File: src/hdl/bfhp_pkg.sv
// Shared types and constants for the BNEP frame header parser.
// No dependencies; used by the front end, back end, top level and checker.
package bfhp_pkg;

    // Position and offset fields in the queue record, sized for a 16-bit packet length plus a saturation bit.
    localparam int POS_W     = 17;
    localparam int ADDR_W    = 48;
    localparam int CFG_IDX_W = 2;
    localparam int TDATA_W   = 160;

    // Configuration register indexes
    localparam logic [CFG_IDX_W-1:0] REG_OWN_ADDR  = 2'd0;
    localparam logic [CFG_IDX_W-1:0] REG_PEER_ADDR = 2'd1;

    // BNEP packet types
    localparam logic [6:0] TYPE_GENERAL    = 7'd0;
    localparam logic [6:0] TYPE_CONTROL    = 7'd1;
    localparam logic [6:0] TYPE_COMPRESSED = 7'd2;
    localparam logic [6:0] TYPE_SRC_ONLY   = 7'd3;
    localparam logic [6:0] TYPE_DST_ONLY   = 7'd4;

    typedef enum logic [2:0] {
        ST_OK        = 3'd0,
        ST_RUNT      = 3'd1,
        ST_BAD_TYPE  = 3'd2,
        ST_SHORT_HDR = 3'd3,
        ST_EXT_CUT   = 3'd4,
        ST_EXT_OVER  = 3'd5,
        ST_CONTROL   = 3'd6,
        ST_TOO_LONG  = 3'd7
    } t_status;

    // Packet summary handed from front end to back end.
    typedef struct packed {
        logic [POS_W-1:0]  len;
        logic [6:0]        ptype;
        logic              ext_pending;
        logic              ext_cut;
        logic [POS_W-1:0]  next_ext;
        logic [ADDR_W-1:0] dest;
        logic [ADDR_W-1:0] src;
        logic [15:0]       eth;
    } t_rec;

    // Fixed header length of a type; zero for unknown types.
    function automatic logic [3:0] hdr_len(input logic [6:0] t);
        logic [3:0] r;
        case (t)
            TYPE_GENERAL:    r = 4'd15;
            TYPE_CONTROL:    r = 4'd2;
            TYPE_COMPRESSED: r = 4'd3;
            TYPE_SRC_ONLY:   r = 4'd9;
            TYPE_DST_ONLY:   r = 4'd9;
            default:         r = 4'd0;
        endcase
        return r;
    endfunction

endpackage

File: src/hdl/bfhp_front.sv
// Front end: takes packet bytes, captures header fields, walks extension headers.
// Depends on bfhp_pkg; pushes one t_rec per packet into the queue.
module bfhp_front #(
    parameter int LENGTH_BITS = 16
) (
    input  logic             i_clk,
    input  logic             i_rst_n,
    input  logic             i_valid,
    output logic             o_ready,
    input  logic [7:0]       i_byte,
    input  logic             i_last,
    input  logic             i_q_full,
    output logic             o_push,
    output bfhp_pkg::t_rec   o_rec
);
    localparam int NW = LENGTH_BITS + 1;

    logic [NW-1:0]  r_pos, n_pos;
    logic [6:0]     r_type, n_type;
    logic           r_ext_pending, n_ext_pending;
    logic           r_ext_cut, n_ext_cut;
    logic           r_ext_more, n_ext_more;
    logic [NW-1:0]  r_next, n_next;
    logic [47:0]    r_dest, n_dest;
    logic [47:0]    r_src, n_src;
    logic [15:0]    r_eth, n_eth;

    logic           accept;
    logic           pos_sat;
    logic [3:0]     hl;
    logic [3:0]     hl_new;
    logic [3:0]     p4;
    logic           in_hdr;
    logic           is_dst;
    logic           is_src;
    logic [NW:0]    ext_sum;
    logic [NW:0]    next_p1;

    assign o_ready = !i_q_full;
    assign accept  = i_valid && o_ready;
    assign pos_sat = r_pos[NW-1] || (&r_pos[NW-2:0]);
    assign hl      = bfhp_pkg::hdr_len(r_type);
    assign hl_new  = bfhp_pkg::hdr_len(i_byte[6:0]);
    assign p4      = r_pos[3:0];
    assign in_hdr  = (r_pos[NW-1:4] == '0) && (p4 < hl);
    assign ext_sum = {1'b0, r_next} + (NW+1)'(i_byte) + (NW+1)'(2);
    assign next_p1 = {1'b0, r_next} + (NW+1)'(1);

    always_comb begin
        is_dst = 1'b0;
        is_src = 1'b0;
        case (r_type)
            bfhp_pkg::TYPE_GENERAL: begin
                is_dst = (p4 <= 4'd6);
                is_src = (p4 >= 4'd7) && (p4 <= 4'd12);
            end
            bfhp_pkg::TYPE_SRC_ONLY: is_src = (p4 <= 4'd6);
            bfhp_pkg::TYPE_DST_ONLY: is_dst = (p4 <= 4'd6);
            default: ;
        endcase
    end

    always_comb begin
        n_pos         = r_pos;
        n_type        = r_type;
        n_ext_pending = r_ext_pending;
        n_ext_cut     = r_ext_cut;
        n_ext_more    = r_ext_more;
        n_next        = r_next;
        n_dest        = r_dest;
        n_src         = r_src;
        n_eth         = r_eth;
        if (accept) begin
            if (pos_sat) begin
                n_pos = {1'b1, {LENGTH_BITS{1'b0}}};
            end else begin
                n_pos = r_pos + NW'(1);
                if (r_pos == '0) begin
                    n_type        = i_byte[6:0];
                    n_ext_pending = i_byte[7] && (hl_new != 4'd0);
                    n_next        = NW'(hl_new);
                end else if (hl != 4'd0) begin
                    if (in_hdr) begin
                        if (is_dst)
                            n_dest = {r_dest[39:0], i_byte};
                        else if (is_src)
                            n_src = {r_src[39:0], i_byte};
                        else if (r_type != bfhp_pkg::TYPE_CONTROL)
                            n_eth = {r_eth[7:0], i_byte};
                    end else if (r_ext_cut && ({1'b0, r_pos} == next_p1)) begin
                        // length byte of an extension header: skip its body
                        n_next        = ext_sum[NW] ? {NW{1'b1}} : ext_sum[NW-1:0];
                        n_ext_cut     = 1'b0;
                        n_ext_pending = r_ext_more;
                    end else if (r_ext_pending && (r_pos == r_next)) begin
                        n_ext_more    = i_byte[7];
                        n_ext_cut     = 1'b1;
                        n_ext_pending = 1'b0;
                    end
                end
            end
        end
    end

    assign o_push = accept && i_last;

    always_comb begin
        o_rec             = '0;
        o_rec.len         = bfhp_pkg::POS_W'(n_pos);
        o_rec.ptype       = n_type;
        o_rec.ext_pending = n_ext_pending;
        o_rec.ext_cut     = n_ext_cut;
        o_rec.next_ext    = bfhp_pkg::POS_W'(n_next);
        o_rec.dest        = n_dest;
        o_rec.src         = n_src;
        o_rec.eth         = n_eth;
    end

    always_ff @(posedge i_clk) begin
        if (!i_rst_n || o_push) begin
            r_pos         <= '0;
            r_type        <= '0;
            r_ext_pending <= 1'b0;
            r_ext_cut     <= 1'b0;
            r_ext_more    <= 1'b0;
            r_next        <= '0;
            r_dest        <= '0;
            r_src         <= '0;
            r_eth         <= '0;
        end else begin
            r_pos         <= n_pos;
            r_type        <= n_type;
            r_ext_pending <= n_ext_pending;
            r_ext_cut     <= n_ext_cut;
            r_ext_more    <= n_ext_more;
            r_next        <= n_next;
            r_dest        <= n_dest;
            r_src         <= n_src;
            r_eth         <= n_eth;
        end
    end

endmodule

File: src/hdl/bfhp_fifo.sv
// Two-entry queue of packet records between front end and back end.
// Depends on nothing; width set by the instantiating module.
module bfhp_fifo #(
    parameter int WIDTH = 8
) (
    input  logic             i_clk,
    input  logic             i_rst_n,
    input  logic             i_push,
    input  logic [WIDTH-1:0] i_data,
    output logic             o_full,
    input  logic             i_pop,
    output logic             o_empty,
    output logic [WIDTH-1:0] o_data
);
    logic [WIDTH-1:0] r_mem [2];
    logic             r_wr_ptr;
    logic             r_rd_ptr;
    logic [1:0]       r_count;

    assign o_full  = (r_count == 2'd2);
    assign o_empty = (r_count == 2'd0);
    assign o_data  = r_mem[r_rd_ptr];

    always_ff @(posedge i_clk) begin
        if (i_push)
            r_mem[r_wr_ptr] <= i_data;
    end

    always_ff @(posedge i_clk) begin
        if (!i_rst_n) begin
            r_wr_ptr <= 1'b0;
            r_rd_ptr <= 1'b0;
            r_count  <= 2'd0;
        end else begin
            if (i_push)
                r_wr_ptr <= !r_wr_ptr;
            if (i_pop)
                r_rd_ptr <= !r_rd_ptr;
            case ({i_push, i_pop})
                2'b10:   r_count <= r_count + 2'd1;
                2'b01:   r_count <= r_count - 2'd1;
                default: r_count <= r_count;
            endcase
        end
    end

endmodule

File: src/hdl/bfhp_back.sv
// Back end: grades a packet record, fills in missing addresses, drives the result register.
// Depends on bfhp_pkg; reads records from bfhp_fifo.
module bfhp_back #(
    parameter int LENGTH_BITS = 16
) (
    input  logic                              i_clk,
    input  logic                              i_rst_n,
    input  logic                              i_q_empty,
    input  bfhp_pkg::t_rec                    i_rec,
    output logic                              o_pop,
    input  logic [bfhp_pkg::ADDR_W-1:0]       i_own_addr,
    input  logic [bfhp_pkg::ADDR_W-1:0]       i_peer_addr,
    output logic                              o_valid,
    input  logic                              i_ready,
    output logic [bfhp_pkg::TDATA_W-1:0]      o_data
);
    localparam int PW = bfhp_pkg::POS_W;
    localparam logic [PW-1:0] MAX_LEN = PW'((1 << LENGTH_BITS) - 1);

    bfhp_pkg::t_status status;
    logic [3:0]        hl;
    logic [47:0]       dest;
    logic [47:0]       src;
    logic [15:0]       pstart;
    logic [15:0]       plen;
    logic [bfhp_pkg::TDATA_W-1:0] n_data;

    logic                          r_valid;
    logic [bfhp_pkg::TDATA_W-1:0]  r_data;

    assign hl    = bfhp_pkg::hdr_len(i_rec.ptype);
    assign o_pop = !i_q_empty && (!r_valid || i_ready);

    always_comb begin
        if (i_rec.len > MAX_LEN)
            status = bfhp_pkg::ST_TOO_LONG;
        else if (i_rec.len < PW'(3))
            status = bfhp_pkg::ST_RUNT;
        else if (hl == 4'd0)
            status = bfhp_pkg::ST_BAD_TYPE;
        else if (i_rec.len < PW'(hl))
            status = bfhp_pkg::ST_SHORT_HDR;
        else if (i_rec.ext_pending || i_rec.ext_cut)
            status = bfhp_pkg::ST_EXT_CUT;
        else if (i_rec.next_ext > i_rec.len)
            status = bfhp_pkg::ST_EXT_OVER;
        else if (i_rec.ptype == bfhp_pkg::TYPE_CONTROL)
            status = bfhp_pkg::ST_CONTROL;
        else
            status = bfhp_pkg::ST_OK;
    end

    always_comb begin
        dest = i_rec.dest;
        src  = i_rec.src;
        case (i_rec.ptype)
            bfhp_pkg::TYPE_COMPRESSED: begin
                dest = i_own_addr;
                src  = i_peer_addr;
            end
            bfhp_pkg::TYPE_SRC_ONLY: dest = i_own_addr;
            bfhp_pkg::TYPE_DST_ONLY: src  = i_peer_addr;
            default: ;
        endcase
        pstart = i_rec.next_ext[15:0];
        plen   = 16'(i_rec.len - i_rec.next_ext);
    end

    // Fields from the lowest bit: status, type, dest, source, ethertype, start, length.
    always_comb begin
        n_data        = '0;
        n_data[2:0]   = status;
        n_data[9:3]   = i_rec.ptype;
        if (status == bfhp_pkg::ST_OK) begin
            n_data[57:10]   = dest;
            n_data[105:58]  = src;
            n_data[121:106] = i_rec.eth;
            n_data[137:122] = pstart;
            n_data[153:138] = plen;
        end
    end

    always_ff @(posedge i_clk) begin
        if (!i_rst_n) begin
            r_valid <= 1'b0;
        end else if (o_pop) begin
            r_valid <= 1'b1;
        end else if (i_ready) begin
            r_valid <= 1'b0;
        end
    end

    always_ff @(posedge i_clk) begin
        if (o_pop)
            r_data <= n_data;
    end

    assign o_valid = r_valid;
    assign o_data  = r_data;

endmodule

File: src/hdl/bnep_frame_header_parser.sv
// Top level of the BNEP frame header parser: configuration registers and block wiring.
// Depends on bfhp_pkg, bfhp_front, bfhp_fifo and bfhp_back.
//
// The parser takes a BNEP packet one byte per transaction on the slave stream (tlast on the
// final byte) and sustains one byte per clock: each byte costs a position compare and a
// register capture in the front end. On the final byte the front end pushes a packet record
// into a two-entry queue; the back end grades it (status, address fill from the local and
// remote address registers, payload offset and length) into an output register, which loads
// and raises the result valid on a pop while that register is empty or being read. The
// byte stream only stalls when two records wait in the queue behind a result held by a
// stalled master side. Packets longer than 2^LENGTH_BITS - 1 bytes report the too-long
// status. The user writes the address registers (index 0 local, index 1 remote) through
// the configuration channel only while no packet is in flight; the block does not check.
module bnep_frame_header_parser #(
    parameter int LENGTH_BITS = 16
) (
    input  logic                               i_clk,
    input  logic                               i_rst_n,
    // configuration write channel
    input  logic                               i_cfg_valid,
    output logic                               o_cfg_ready,
    input  logic [bfhp_pkg::CFG_IDX_W-1:0]     i_cfg_index,
    input  logic [bfhp_pkg::ADDR_W-1:0]        i_cfg_data,
    // byte stream in
    input  logic                               i_s_axis_tvalid,
    output logic                               o_s_axis_tready,
    input  logic [7:0]                         i_s_axis_tdata,   // [7:0] data_byte
    input  logic                               i_s_axis_tlast,   // end_of_packet
    // result stream out
    output logic                               o_m_axis_tvalid,
    input  logic                               i_m_axis_tready,
    // [2:0] status, [9:3] packet_type, [57:10] dest_address, [105:58] source_address,
    // [121:106] ether_type, [137:122] payload_start, [153:138] payload_length, rest zero
    output logic [bfhp_pkg::TDATA_W-1:0]       o_m_axis_tdata
);
    logic [bfhp_pkg::ADDR_W-1:0] r_own_addr;
    logic [bfhp_pkg::ADDR_W-1:0] r_peer_addr;

    bfhp_pkg::t_rec front_rec;
    bfhp_pkg::t_rec back_rec;
    logic           q_push;
    logic           q_pop;
    logic           q_full;
    logic           q_empty;

    assign o_cfg_ready = 1'b1;

    always_ff @(posedge i_clk) begin
        if (!i_rst_n) begin
            r_own_addr  <= '0;
            r_peer_addr <= '0;
        end else if (i_cfg_valid) begin
            case (i_cfg_index)
                bfhp_pkg::REG_OWN_ADDR:  r_own_addr  <= i_cfg_data;
                bfhp_pkg::REG_PEER_ADDR: r_peer_addr <= i_cfg_data;
                default: ;
            endcase
        end
    end

    bfhp_front #(
        .LENGTH_BITS (LENGTH_BITS)
    ) u_front (
        .i_clk    (i_clk),
        .i_rst_n  (i_rst_n),
        .i_valid  (i_s_axis_tvalid),
        .o_ready  (o_s_axis_tready),
        .i_byte   (i_s_axis_tdata),
        .i_last   (i_s_axis_tlast),
        .i_q_full (q_full),
        .o_push   (q_push),
        .o_rec    (front_rec)
    );

    bfhp_fifo #(
        .WIDTH ($bits(bfhp_pkg::t_rec))
    ) u_queue (
        .i_clk   (i_clk),
        .i_rst_n (i_rst_n),
        .i_push  (q_push),
        .i_data  (front_rec),
        .o_full  (q_full),
        .i_pop   (q_pop),
        .o_empty (q_empty),
        .o_data  (back_rec)
    );

    bfhp_back #(
        .LENGTH_BITS (LENGTH_BITS)
    ) u_back (
        .i_clk       (i_clk),
        .i_rst_n     (i_rst_n),
        .i_q_empty   (q_empty),
        .i_rec       (back_rec),
        .o_pop       (q_pop),
        .i_own_addr  (r_own_addr),
        .i_peer_addr (r_peer_addr),
        .o_valid     (o_m_axis_tvalid),
        .i_ready     (i_m_axis_tready),
        .o_data      (o_m_axis_tdata)
    );

endmodule

File: config.mk
export PLATFORM = sky130hd
export DESIGN_NAME = bnep_frame_header_parser
export DESIGN_NICKNAME = d
export VERILOG_FILES = /design/src/hdl/bfhp_pkg.sv /design/src/hdl/bfhp_front.sv /design/src/hdl/bfhp_fifo.sv /design/src/hdl/bfhp_back.sv /design/src/hdl/bnep_frame_header_parser.sv
export SDC_FILE = /design/constraint.sdc
export NUM_CORES = 1
export LEC_CHECK = 0
export BUFFER_PORTS_ARGS = -buffer_cell sky130_fd_sc_hd__buf_2
export CELL_PAD_IN_SITES_DETAIL_PLACEMENT = 2
export CELL_PAD_IN_SITES_GLOBAL_PLACEMENT = 2
export CORE_AREA = 2 2 331 333
export CTS_CLUSTER_SIZE = 20
export DETAILED_ROUTE_END_ITERATION = 6
export DIE_AREA = 0 0 333 335
export GPL_ROUTABILITY_DRIVEN = 1
export PLACE_DENSITY_LB_ADDON = 0.1
export SYNTH_ARGS = -nofsm -noshare
export SYNTH_HDL_FRONTEND = slang
export SYNTH_HIERARCHICAL = 1
export SYNTH_SLANG_ARGS = --single-unit
File: constraint.sdc
create_clock -name i_clk -period 29.7 [get_ports i_clk]
set_input_delay 5.94 -clock i_clk [delete_from_list [all_inputs] [get_ports i_clk]]
set_output_delay 5.94 -clock i_clk [all_outputs]
set_load 0.02 [all_outputs]
==> impl_results.md, run 1 <==
- Wirelength per Cell: 24.1 um
- Synth Area in XOR/XNOR: 0.0140
- Synth area leader: edfxtp_1
- Clock skew: 0.0286 ns
- Multiplexer share of the synthesized area: 0.160
- Reg clk slew, reported paths: 0.06 ns
- Post-synth top cells: edfxtp_1 (464), dfxtp_1 (258), mux2_2 (227)
- NetSw: 0.988 mW
- Initial Util: 0.298
- Final Cycle Share: 0.294
- Tot GR Track Use: 0.177
- Critical path's top delay family: compound AO/OA/AOI/OAI gates
- Post-Synth Adder-Cell Area: 0.0238
- Area delta synth->final: 15.8%
- Chip height: 335 um
- Number of flops mapped to enable cells by yosys: 464
- Unique masters post-synth: 90
- Cell area after layout: 37300 um2
- Final cell count without fillers: 4116
- Static Leakage: 14.2 nW
- Hold Violations, Final: 0
- RSZ-0062 raised after global routing: no
- Worst-skew pair later-pin latency: 0.66 ns
- Netlist area before placement: 32200 um2
- CTS Sinks: 722
- IO Port Bufs: 219
- Comb pwr share: 0.237
- Reg2reg path depth: 12
- Synth Area in Compound Gates: 0.0352
- WHS Path Cells: 2
- Worst path slowest cell: fa_1
- Core Region: 108000 um2
- Most area-consuming cells after synthesis: edfxtp_1 (43%), dfxtp_1 (16%), mux2_2 (7.9%), mux2i_1 (6.1%), and2_1 (2.7%)
- Ys async rst share: 0
- WP data arrival: 9.13 ns
- Worst slew pin tran: 1.21 ns
- Slew headroom: 0.185
- Top_reg_cell synth: edfxtp_1
- Largest net degree at the start of global routing: 130
- Post-route ant nets: 0
- Root Buffer: clkbuf_16
- Overflow after GRT: 0
- Vias in the first global route: 22.1k
- CP cell instances: buf_2, inv_1, ha_1, inv_1, ha_1, fa_1, a211oi_1, o21ai_0, a21oi_1, o21bai_1, nand2_1, nand3_1, o221ai_1, nand2_1
- Hold-fix buffers at CTS: 0
- CP Max Fanout: 12
- Core Rows: 121
- Cell count after synthesis: 2458
- Initial DRT Pass Iterations: 5
- Fin Hold WS: 0.458 ns
- Post-CTS Setup Bufs: 0
- Crit end category: flip-flop
- Critical Path RT: 30.08 ns
- Synth warnings: 6
- Post-synth top area share: 0.432
- MaxCap Viol Count: 0
- Routed via count: 20.2k
- Most frequent cell after synthesis: edfxtp_1
- Filler instances: 11.2k
- Setup tns final: 0 ns
- Antenna violations before repair: 10
- Max frequency: 114 MHz
- Reg power frac: 0.413
- Die area: 112000 um2
- Tightest Hold Check Type: flip-flop to flip-flop
- Placer Congestion: 0.788
- DP Cell Count: 3952
- Worst path depth: 14
- Via/cell ratio: 4.90
- #FFs+latches synth: 722
- Placed Area: 34400 um2
- Peak supply drop: 0.0440 mV
- Detailed Route WL: 99400 um
- I/O pin cnt: 227
- Largest family of logic cells by synthesized area: multiplexers
- CTS Buffer Depth: 3
- Dpl hpwl: 67600 um
- Clk pwr share: 0.351
- Core Util, Final: 0.345
- CTS tree: yes
- Critical Path Start Type: primary input
- Die Width: 333 um
- Final-report setup violation count: 0
- WP buf/inv: 3
- Switch share: 0.321
- Syn Area/Cell: 13.1 um2
- 1st-iter DRT viols: 988
- PostCTS Resize Cnt: 0
- Fin. max-slew vios: 0
- WS Path Type: primary input to flip-flop
- CTS Buf Count: 85
- Max incr delay on CP: 0.49 ns
- PwrDens: 82.5 nW/um2
- Register area share after synthesis: 0.593
- Status: finished, final reports clean
- Synth Area in Simple Gates: 0.134
- Residual DRC: 0
- First-pass GRT wire length: 149000 um
- Layout cells sized above 1: 0.264
- Nets: 2749
- Htree depth: 3
- P_int: 2.09 mW
- Crit path time final: 8.74 ns
[registers in the layout (all words and copies together) (netlist names), named ones only]
name                   count
u_front/r_pos             17
u_front/r_type             7
u_front/r_ext_pending      1
u_queue/r_count            2
u_queue/r_wr_ptr           1
u_back/o_data            154
r_peer_addr               48
u_queue/r_mem            310
r_own_addr                48
u_front/r_ext_more         1
u_back/o_valid             1
u_front/r_ext_cut          1
u_front/r_src             48
u_front/r_eth             16
u_front/r_next            17
u_queue/r_rd_ptr           1
u_front/r_dest            48
[path summary, 6_finish.rpt]
| path | start | to | slack (ns) |
|---|---|---|---|
| max | i_s_axis_tdata[1] | u_queue/r_mem[0][113]$_DFFE_PP_ | 20.96 |
| min | r_own_addr[15]$_SDFFE_PN0P_ | r_own_addr[15]$_SDFFE_PN0P_ | 0.46 |
| max reg2reg | flip-flop | u_back/o_data[82]$_SDFFCE_PP0P_ | 23.47 |
| min reg2reg | r_own_addr[15]$_SDFFE_PN0P_ | r_own_addr[15]$_SDFFE_PN0P_ | 0.46 |
[power groups by stage]
stage	Combinational (mW)	Sequential [mW]	Clock [mW]
floorplan	0.369	1.42	0
global placement	0.731	1.29	0
detailed placement	0.742	1.30	0
CTS	0.746	1.28	1.12
global route	0.785	1.29	1.16
finish	0.729	1.27	1.08
[logic make-up after synthesis]
group | after synthesis
AOI/OAI and AO/OA | 163
muxes | 473
other | 2
xor gates and xnor gates | 50
DFF | 722
adders and majority gates | 60
and+or+nand+nor | 740
buffers and inverters | 248
[placed cells by master, fill, tap and decap left out, types with 28 or more instances in the layout]
| cell | count |
|---|---|
| a21oi_1 | 37 |
| and2_1 | 139 |
| buf_2 | 218 |
| buf_4 | 30 |
| clkbuf_16 | 89 |
| dfxtp_1 | 257 |
| edfxtp_1 | 464 |
| ha_1 | 58 |
| inv_1 | 71 |
| mux2_1 | 28 |
| mux2_2 | 227 |
| mux2i_1 | 198 |
| nand2_1 | 215 |
| nor2_1 | 67 |
| nor3_1 | 30 |
| nor4_1 | 104 |
| nor4_2 | 50 |
| o21ai_0 | 33 |
[layer usage]
layer  vias up  global-route usage  wire (um)
li1       9361                   -          -
met4         4              0.0430       1600
met2       325               0.278      45000
met3       108              0.0256       3340
met5         -                   0         26
met1     10352               0.255      49400
[final cells by class]
cell class | count | area [um2] | area share
Clock inverter | 34 | 440 | 0.0118
Multi-Input combinational cell | 1493 | 11900 | 0.319
Antenna cell | 4 | 10.0 | 0.000268
Tap cell | 1414 | 1770 | 0.0474
Timing Repair Buffer | 251 | 1370 | 0.0366
Clock buffer | 126 | 2470 | 0.0661
Sequential cell | 722 | 19100 | 0.512
Inverter | 72 | 270 | 0.00724
[worst register-to-register path: stages (launching register included)]
cell     delay [ns]
dfxtp_4        0.72
mux2_2         0.52
or4_1          0.77
nor2_1         0.39
nand2_1        0.11
ha_1           0.30
a21oi_1        0.16
nor3b_1        0.06
or4_1          0.57
nand3_4        0.51
buf_4          0.82
buf_4          0.70
nor4_1         0.31
[through the flow]
step	total power [mW]	setup WS, ns
detailed placement	2.04	20.17
finish	3.08	20.96
global placement	2.02	20.29
global route	3.23	20.72
CTS	3.14	20.88
floorplan	1.79	15.10
No activity file was read; power rests on OpenSTA's default activity.
==> inputs of run 2 (changes only) <==
- clock period: 29.7 -> 8.7 ns (I/O delays scaled with it)
==> impl_results.md, run 2 (synthesis gave the netlist of run 1 again) <==
- Via/cell ratio: 4.94
- Peak supply drop: 0.225 mV
- Detail Route met2 WL: 46000 um
- Vias in the first global route: 22.3k
- Slew headroom: 0.111
- Overflow after GRT: 0
- CP Max Fanout: 99
- CTS tree: yes
- Core Util, Final: 0.345
- I/O pin cnt: 227
- Register name with the most flops: u_queue/r_mem
- Fin. max-slew vios: 0
- Root Buffer: clkbuf_16
- First-pass GRT wire length: 150000 um
- Static Leakage: 14.2 nW
- Critical Path RT: 9.04 ns
- Htree depth: 3
- RSZ-0062 raised after global routing: no
- Hold Violations, Final: 0
- Met3 wire len: 4280 um
- WS Path Type: flip-flop to flip-flop
- Crit end category: flip-flop
- Post-CTS Setup Bufs: 0
- Routed via count: 20.3k
- IO Port Bufs: 219
- Most common cell after layout, fill and taps aside: edfxtp_1
- Wirelength per Cell: 24.6 um
- Final Cycle Share: 0.629
- Filler instances: 11.3k
- Top Metal Used: met4
- Clock skew: 0.0330 ns
- Antenna violations before repair: 14
- Final-report setup violation count: 0
- CTS Sinks: 722
- Layout cells sized above 1: 0.265
- PwrDens: 284 nW/um2
- CTS Buffer Depth: 3
- MaxCap Viol Count: 0
- Nets: 2746
- Max frequency: 183 MHz
- PostCTS Resize Cnt: 0
- Post-route ant nets: 0
- Residual DRC: 0
- Core Region: 108000 um2
- M1 wire length: 48700 um
- Placer Congestion: 0.789
- 1st-iter DRT viols: 1022
- Chip height: 335 um
- Initial Util: 0.298
- Dpl hpwl: 67500 um
- Setup tns final: 0 ns
- Area delta synth->final: 15.8%
- Critical Path Start Type: flip-flop
- Hold-fix buffers at CTS: 0
- Die area: 112000 um2
- Reg clk slew, reported paths: 0.06 ns
- Crit path time final: 5.47 ns
- Initial DRT Pass Iterations: 5
- WP data arrival: 5.81 ns
- Tot Pwr: 10.6 mW
- Core Rows: 121
- Fin Hold WS: 0.457 ns
- Tightest Hold Check Type: flip-flop to flip-flop
- Largest net degree at the start of global routing: 150
- Tot GR Track Use: 0.180
- Detailed Route WL: 101000 um
- Number of flip-flops in the largest register: 310
- Worst-skew pair later-pin latency: 0.66 ns
- Status: finished, final reports clean
- Worst slew pin tran: 1.33 ns
- Most frequent cells in the layout: edfxtp_1 (464), dfxtp_1 (257), mux2_2 (227), buf_2 (218), nand2_1 (215)
- CTS Buf Count: 87
- Die Width: 333 um
## run 2: worst paths after layout
kind                                     from                               end  slack [ns]  cells after the start
setup / recovery                    flip-flop  u_back/o_data[144]$_SDFFCE_PP0P_        3.23                     11
hold / removal    r_own_addr[15]$_SDFFE_PN0P_       r_own_addr[15]$_SDFFE_PN0P_        0.46                      2
setup reg to reg                    flip-flop  u_back/o_data[144]$_SDFFCE_PP0P_        3.23                     11
hold reg to reg   r_own_addr[15]$_SDFFE_PN0P_       r_own_addr[15]$_SDFFE_PN0P_        0.46                      2
## run 2: cell type report
cell class | instances | area, um2 | share of cell area
inverter | 72 | 270 | 0.00724
multi-input combinational | 1493 | 11900 | 0.319
clock inverter | 48 | 551 | 0.0147
sequential | 722 | 19100 | 0.512
tap | 1414 | 1770 | 0.0474
timing repair buffer | 246 | 1340 | 0.0360
clock buffer | 113 | 2380 | 0.0637
antenna | 2 | 5.00 | 0.000134
## run 2: metrics by stage
step / std cells / area (um2) / setup WS, ns
floorplan: 2463 / 32300 / 1.55
CTS: 4108 / 37300 / 3.14
finish: 4110 / 37300 / 3.23
global route: 4108 / 37300 / 2.95
detailed placement: 3947 / 34400 / 3.19
global placement: 3947 / 34400 / 3.29
## run 2: per-layer routing
layer	global-route usage	vias to the layer above
li1	-	9332
met1	0.258	10439
met2	0.284	418
met3	0.0236	122
met4	0.0476	0
met5	0	-
## run 2: where the power goes
part | switching, mW | internal, mW | total, mW | leakage (nW)
registers | 0.229 | 4.17 | 4.40 | 6.57
logic | 1.71 | 0.760 | 2.47 | 6.16
clock network | 1.50 | 2.23 | 3.73 | 1.44
## run 2: worst max-delay path: stages (launching register included)
cell and delay (ns):
dfxtp_4 0.88, buf_4 0.66, mux2_2 0.48, nor2_1 0.31, nand2_1 0.11, ha_1 0.30
a21oi_1 0.16, nor3b_1 0.06, or4_1 0.58, nand3_4 0.65, buf_12 0.42, nor4_1 0.13
